$ cat src/rtl/hst_pkg.sv
// shared types, constants and helpers for the history score table
// no dependencies; imported by every module of the block
package hst_pkg;

  localparam int SQUARE_COUNT = 64;
  localparam int COUNTER_BITS = 32;

  localparam int SQ_IN_W  = 6;
  localparam int DEPTH_W  = 7;
  localparam int BONUS_W  = 2 * DEPTH_W;
  localparam int SCORE_W  = 8;

  localparam int SQ_W      = $clog2(SQUARE_COUNT);
  localparam int SQ_EXT_W  = (SQ_W > SQ_IN_W) ? SQ_W : SQ_IN_W;
  localparam int MOD_STEPS = ((1 << SQ_IN_W) - 1) / SQUARE_COUNT;
  localparam int ENTRIES   = SQUARE_COUNT * SQUARE_COUNT;
  localparam int IDX_W     = $clog2(ENTRIES);

  localparam int SCALE = 100;
  localparam int Q_W   = $clog2(SCALE + 1);
  localparam int NUM_W = COUNTER_BITS + Q_W;

  typedef enum logic [1:0] {
    OP_UPDATE = 2'd0,
    OP_QUERY  = 2'd1,
    OP_CLEAR  = 2'd2
  } op_t;

  typedef struct packed {
    op_t                op;
    logic               sel;
    logic               best;
    logic [BONUS_W-1:0] bonus;
    logic [IDX_W-1:0]   idx;
  } cmd_t;

  // square index folded into the table range
  function automatic logic [SQ_W-1:0] sq_wrap(input logic [SQ_IN_W-1:0] sq);
    logic [SQ_EXT_W-1:0] r;
    r = SQ_EXT_W'(sq);
    for (int i = 0; i < MOD_STEPS; i++) begin
      if (r >= SQ_EXT_W'(SQUARE_COUNT)) begin
        r = r - SQ_EXT_W'(SQUARE_COUNT);
      end
    end
    return SQ_W'(r);
  endfunction

endpackage

$ cat src/rtl/hst_front.sv
// front end: accepts input items, decodes them into commands and queues them
// depends on hst_pkg
module hst_front (
  input  logic                        clk,
  input  logic                        rst_n,
  input  logic                        in_push,
  output logic                        in_full,
  input  logic [1:0]                  in_opcode,
  input  logic                        in_table_select,
  input  logic [hst_pkg::SQ_IN_W-1:0] in_from_square,
  input  logic [hst_pkg::SQ_IN_W-1:0] in_to_square,
  input  logic                        in_is_best,
  input  logic [hst_pkg::DEPTH_W-1:0] in_depth,
  input  logic                        clearing,
  output logic                        cmd_valid,
  output hst_pkg::cmd_t               cmd,
  input  logic                        cmd_ready
);
  import hst_pkg::*;

  localparam int QUEUE_DEPTH = 2;
  localparam int PTR_W       = $clog2(QUEUE_DEPTH);
  localparam int CNT_W       = $clog2(QUEUE_DEPTH + 1);

  cmd_t             q_r [QUEUE_DEPTH];
  logic [PTR_W-1:0] wr_ptr_r;
  logic [PTR_W-1:0] rd_ptr_r;
  logic [CNT_W-1:0] count_r;

  logic     accept;
  logic     keep;
  logic     push_q;
  logic     pop_q;
  cmd_t     entry;
  logic [SQ_W-1:0] from_m;
  logic [SQ_W-1:0] to_m;

  assign in_full   = (count_r == CNT_W'(QUEUE_DEPTH)) || clearing;
  assign accept    = in_push && !in_full;
  assign cmd_valid = (count_r != '0);
  assign cmd       = q_r[rd_ptr_r];
  assign pop_q     = cmd_valid && cmd_ready;
  assign push_q    = accept && keep;

  // unused opcode is taken and dropped
  always_comb begin
    unique case (op_t'(in_opcode))
      OP_UPDATE, OP_QUERY, OP_CLEAR: keep = 1'b1;
      default:                       keep = 1'b0;
    endcase
  end

  always_comb begin
    from_m      = sq_wrap(in_from_square);
    to_m        = sq_wrap(in_to_square);
    entry.op    = op_t'(in_opcode);
    entry.sel   = in_table_select;
    entry.best  = in_is_best;
    entry.bonus = BONUS_W'(in_depth) * BONUS_W'(in_depth);
    entry.idx   = IDX_W'(from_m) * IDX_W'(SQUARE_COUNT) + IDX_W'(to_m);
  end

  always_ff @(posedge clk) begin
    if (push_q) begin
      q_r[wr_ptr_r] <= entry;
    end
  end

  always_ff @(posedge clk) begin
    if (!rst_n) begin
      wr_ptr_r <= '0;
      rd_ptr_r <= '0;
      count_r  <= '0;
    end else begin
      if (push_q) begin
        wr_ptr_r <= (wr_ptr_r == PTR_W'(QUEUE_DEPTH - 1)) ? '0 : wr_ptr_r + 1'b1;
      end
      if (pop_q) begin
        rd_ptr_r <= (rd_ptr_r == PTR_W'(QUEUE_DEPTH - 1)) ? '0 : rd_ptr_r + 1'b1;
      end
      if (push_q && !pop_q) begin
        count_r <= count_r + 1'b1;
      end else if (pop_q && !push_q) begin
        count_r <= count_r - 1'b1;
      end
    end
  end

endmodule

$ cat config.mk
export PLATFORM = sky130hd
export DESIGN_NAME = hst_front
export DESIGN_NICKNAME = d
export VERILOG_FILES = /design/src/rtl/hst_pkg.sv /design/src/rtl/hst_front.sv
export SDC_FILE = /design/constraint.sdc
export NUM_CORES = 1
export LEC_CHECK = 0
export BUFFER_PORTS_ARGS = -buffer_cell sky130_fd_sc_hd__buf_2
export CAP_MARGIN = 20
export CORE_ASPECT_RATIO = 2
export CORE_MARGIN = 5
export CORE_UTILIZATION = 36
export CTS_CLUSTER_SIZE = 25
export DETAILED_ROUTE_END_ITERATION = 7
export PLACE_DENSITY_LB_ADDON = 0.12
export REMOVE_ABC_BUFFERS = 1
export SKIP_CTS_REPAIR_TIMING = 1
export SYNTH_ARGS = -nofsm -noshare
export SYNTH_HDL_FRONTEND = slang
export SYNTH_SLANG_ARGS = --single-unit
$ cat constraint.sdc
create_clock -name clk -period 10.92 [get_ports clk]
set_clock_uncertainty 0.05 [all_clocks]
set_input_delay 0 -clock clk [delete_from_list [all_inputs] [get_ports clk]]
set_output_delay 0 -clock clk [all_outputs]
set_load 0.02 [all_outputs]
==> flow_results.org <==
** Power and ir drop
- Maximum ir drop on the vdd rail :: 0.0990 mV
- Leakage power total :: 1.89 nW
- Net switching share of the total power :: 30.4%
- For this design the ratio of total power to cell area is 214 mW/mm^2.
- The analysis attributes to net switching a power of between 0.0002 and 0.0003 W.
- Share of power burned in the clock network :: about a third
- Power share of the sequential group :: ~33%
- Combinational logic is responsible for between 30% and 40% of the overall power.
- Internal cell power :: 0.000670 W

** Synth
- Counting flops and latches in the post-synthesis netlist gives 63.
- Counting distinct cell types in the post-synthesis netlist gives 40.
- Fraction of the mapped netlist area in compound gates :: 5.37%
- Yosys Warn Count :: 0
- In this run the biggest area consumer among cell types represents 49.2% of the synthesized area.
- After synthesis, the largest family of logic cells by area is adder cells.
- Mapped Avg Cell Area :: 13.3 sq um
- Summed over all instances, the cell type with the most area after synthesis is sky130_fd_sc_hd__edfxtp_1.
- The mapped netlist covers between 0.003 and 0.004 sq mm.
- Area share of and/or/nand/nor cells after synthesis :: 8.38%
- Ranked by total cell area, the synthesized netlist is headed by sky130_fd_sc_hd__edfxtp_1 49%, sky130_fd_sc_hd__ha_1 9.5%, sky130_fd_sc_hd__mux2_2 9.2%.
- Post-Synthesis Cells :: ~270
- Summing the areas of all xor and xnor instances in the mapped netlist gives 4.46% of the synthesized area.
- Number of enable-type register cells in the synthesized netlist :: 58
- Top flip-flop cell by instance count after synthesis :: sky130_fd_sc_hd__edfxtp_1
- Async set-or-reset flop fraction in the synthesized netlist :: 0%
- Sequential share of the synthesized area :: 52.1%
- Of the post-synthesis cell area, the part taken by muxes is a little under a tenth.
- Adder-cell share of the synthesized area :: 16.9%

** Clock tree
- CTS Root Buffer Type :: sky130_fd_sc_hd__clkbuf_16
- Clock-pin slew was measured on the worst setup and hold paths at 0.05 ns.
- Clock net sink count :: 63
- The clock reaches the later pin of the worst-skew pair after 0.32 ns.
- Clock H-tree levels :: 3
- Buffers inserted during clock tree synthesis total 9.
- Clock Path Buffers :: 2
- TritonCTS built the clock tree.

** Global routing
- Pin count of the biggest net entering global routing :: 30
- The via count of the first global-routing pass came to roughly 2.3k.
- Across every metal layer, demand over resource in global routing totals 12.2%.
- The first global-routing pass estimated 10,800 um of wire.
- Antenna violations before repair :: 0
- Summed over all layers, the global routing overflow is 0.

** Timing
- Post-route clock period utilization :: 40.3%
- Final setup violating endpoints :: 0
- Final max-slew violation count :: 0
- Worst hold slack :: 0.110 ns
- Max_slew headroom :: 55.0%
- RSZ-0062 raised after global routing :: no
- Min Clock Period, post-route :: 4.41 ns
- Accumulated negative setup slack :: 0 ns
- Slew at the pin with the worst max-slew slack :: 0.673 ns
- Highest Clock Rate :: 227 MHz
- Count of endpoints failing hold in the final timing report :: 0

** Worst setup path
- Worst path most repeated cell :: sky130_fd_sc_hd__inv_1
- The largest individual stage delay along the critical path comes from the cell sky130_fd_sc_hd__fa_1.
- Largest fanout on the critical path :: 13
- Crit path buffers/inverters :: 6
- The critical path is of the in2reg type.
- For the worst setup path, the data arrival time is 4.42 ns.
- Kind of cell adding the most delay to the critical path :: adder cells
- Critical Path Start Type :: input port
- Data required time of the worst path :: 10.93 ns
- CP max stage delay :: 0.54 ns
- The signal on the critical path passes through dlygate4sd3_1, buf_2, nand2_1, xor2_1, ha_1, inv_1, fa_1, inv_1, fa_1, inv_1, fa_1, inv_1, ha_1, o21a_2, and2_4, o21a_1, o41a_1, xor2_1.
- Critical Path Sink Type :: register

** Finish
- Core Util, Final :: 46.5%
- Share of layout cells above drive strength 1 :: 31.4%
- Post-layout net count :: 416
- In the layout the commonest cells are 58 x sky130_fd_sc_hd__buf_2, 58 x sky130_fd_sc_hd__edfxtp_1, 29 x sky130_fd_sc_hd__mux2_2.
- The repair_antennas step left the layout with diodes totalling 0.
- Layout Area Growth over Synthesis :: 27.5%

** Drt
- After detailed routing, the met2 layer carries 4180 um of wire.
- Detailed routing placed a total of 270 um of wire on met3.
- After detailed routing, the average wire length per cell comes to approximately 14 um.
- Total detailed-routing wirelength :: 6970 um
- In this run the remaining antenna-violating nets after routing total 0.
- Via density per instance :: 4.68
- Length of routed wiring on met1 :: 2270 um
- Summing over every cut layer, the via total after detailed routing is ~2.3k.
- Detailed-route DRC error count :: 0
- The pre-antenna-repair detailed-routing pass consisted of 4 iterations.
- In this run the top signal layer used is met4.
- Violation count after the first detailed-route iteration :: 45

** Die
- The floorplan has 51 rows.
- Die area :: 0.0120 sq mm
- DIE HEIGHT :: 150 um
- In this run the horizontal extent of the chip is 80.1 um.
- The initial utilization of the core area, before any placement, comes to a little over a third.
- The total area inside the core boundary comes to slightly below 0.01 sq mm.
- Pin placement for this block handled 60 I/O pins.

** Place
- Port Buf Inserts :: 58
- The congestion estimate from routability-driven global placement came to between 0.8 and 0.9.
- Half-perimeter wire length after placement :: 5340 um

** Min path
- HP Class :: in2reg

** Outcome
- Result of the run :: complete, no violations

** Job
- Number of max-cap violations :: 0
==> path summary, 6_finish.rpt <==
path	startpoint	endpoint	slack, ns	cells after the start
worst max-delay path	in_depth[0]	q_r[1][22]$_DFFE_PP_	6.51	18
worst min-delay path	cmd_ready	register	0.11	4
worst max register to register	count_r[0]$_SDFFE_PN0P_	q_r[0][0]$_DFFE_PP_	9.09	5
worst min register to register	count_r[1]$_SDFFE_PN0P_	count_r[1]$_SDFFE_PN0P_	0.48	2
==> final cells by class <==
type                            count  area, sq um
Fill cell                         933         5190
Inverter                           21         78.8
Timing Repair Buffer               79          493
Tap cell                          132          165
Multi-Input combinational cell    174         1590
Sequential cell                    63         1840
Clock buffer                        9          225
Clock inverter                      7          121
==> routing by layer <==
metal  up-vias  GRT usage, %
met5         -             0
met4         0          7.95
met3        12          2.69
met2        50          24.3
met1      1099          10.1
li1       1107             -
==> sequential cells by signal (all words and copies together), names as in the netlist, named ones only <==
name      count
wr_ptr_r      1
rd_ptr_r      1
q_r          58
count_r       2
==> kinds of logic (layout without fill, tap and decap cells) <==
family / Yosys count / in the layout
other: 1 / 1
AOI/OAI and AO/OA: 28 / 28
xor gates and xnor gates: 18 / 18
adders and majority gates: 40 / 40
buffers and inverters: 29 / 116
muxes: 30 / 30
DFF: 63 / 63
and+or+nand+nor: 57 / 57
==> synth_stat cells (3+ instances only) <==
library cell and instances:
sky130_fd_sc_hd__nand2_1 16, sky130_fd_sc_hd__xnor2_1 11, sky130_fd_sc_hd__and3_1 4, sky130_fd_sc_hd__edfxtp_1 58, sky130_fd_sc_hd__clkbuf_1 6, sky130_fd_sc_hd__ha_1 27
sky130_fd_sc_hd__dfxtp_1 5, sky130_fd_sc_hd__nor2b_1 4, sky130_fd_sc_hd__inv_1 21, sky130_fd_sc_hd__xor2_1 7, sky130_fd_sc_hd__nor2_1 9, sky130_fd_sc_hd__a21o_1 3
sky130_fd_sc_hd__and2_1 16, sky130_fd_sc_hd__mux2_2 29, sky130_fd_sc_hd__o21ai_0 3, sky130_fd_sc_hd__a21oi_1 7, sky130_fd_sc_hd__fa_1 13
==> power by group through the flow <==
stage	clock network (W)	registers, W	logic, W
4_1_cts	0.000328	0.000321	0.000325
5_1_grt	0.000340	0.000324	0.000360
2_1_floorplan	0	0.000326	0.000231
3_5_place_dp	0	0.000326	0.000322
6_report	0.000319	0.000320	0.000325
3_3_place_gp	0	0.000325	0.000320
==> worst min-delay path: cells and delay by family <==
| family | cells | cell delay (ns) |
|---|---|---|
| buffers and inverters | 1 | 0.08 |
| xor gates and xnor gates | 1 | 0.17 |
| and+or+nand+nor | 2 | 0.21 |
==> through the flow <==
stage / setup WS (ns) / area, sq um / total power (W) / cells
final: 6.51 / 4510 / 0.000964 / 485
after global placement: 6.82 / 3980 / 0.000645 / 451
after CTS: 7.05 / 4330 / 0.000975 / 467
after detailed placement: 6.72 / 3980 / 0.000648 / 451
after floorplan: 7.09 / 3500 / 0.000557 / 258
after global routing: 6.38 / 4510 / 0.00102 / 485
Note: power is estimated with default switching activity, not from simulation.
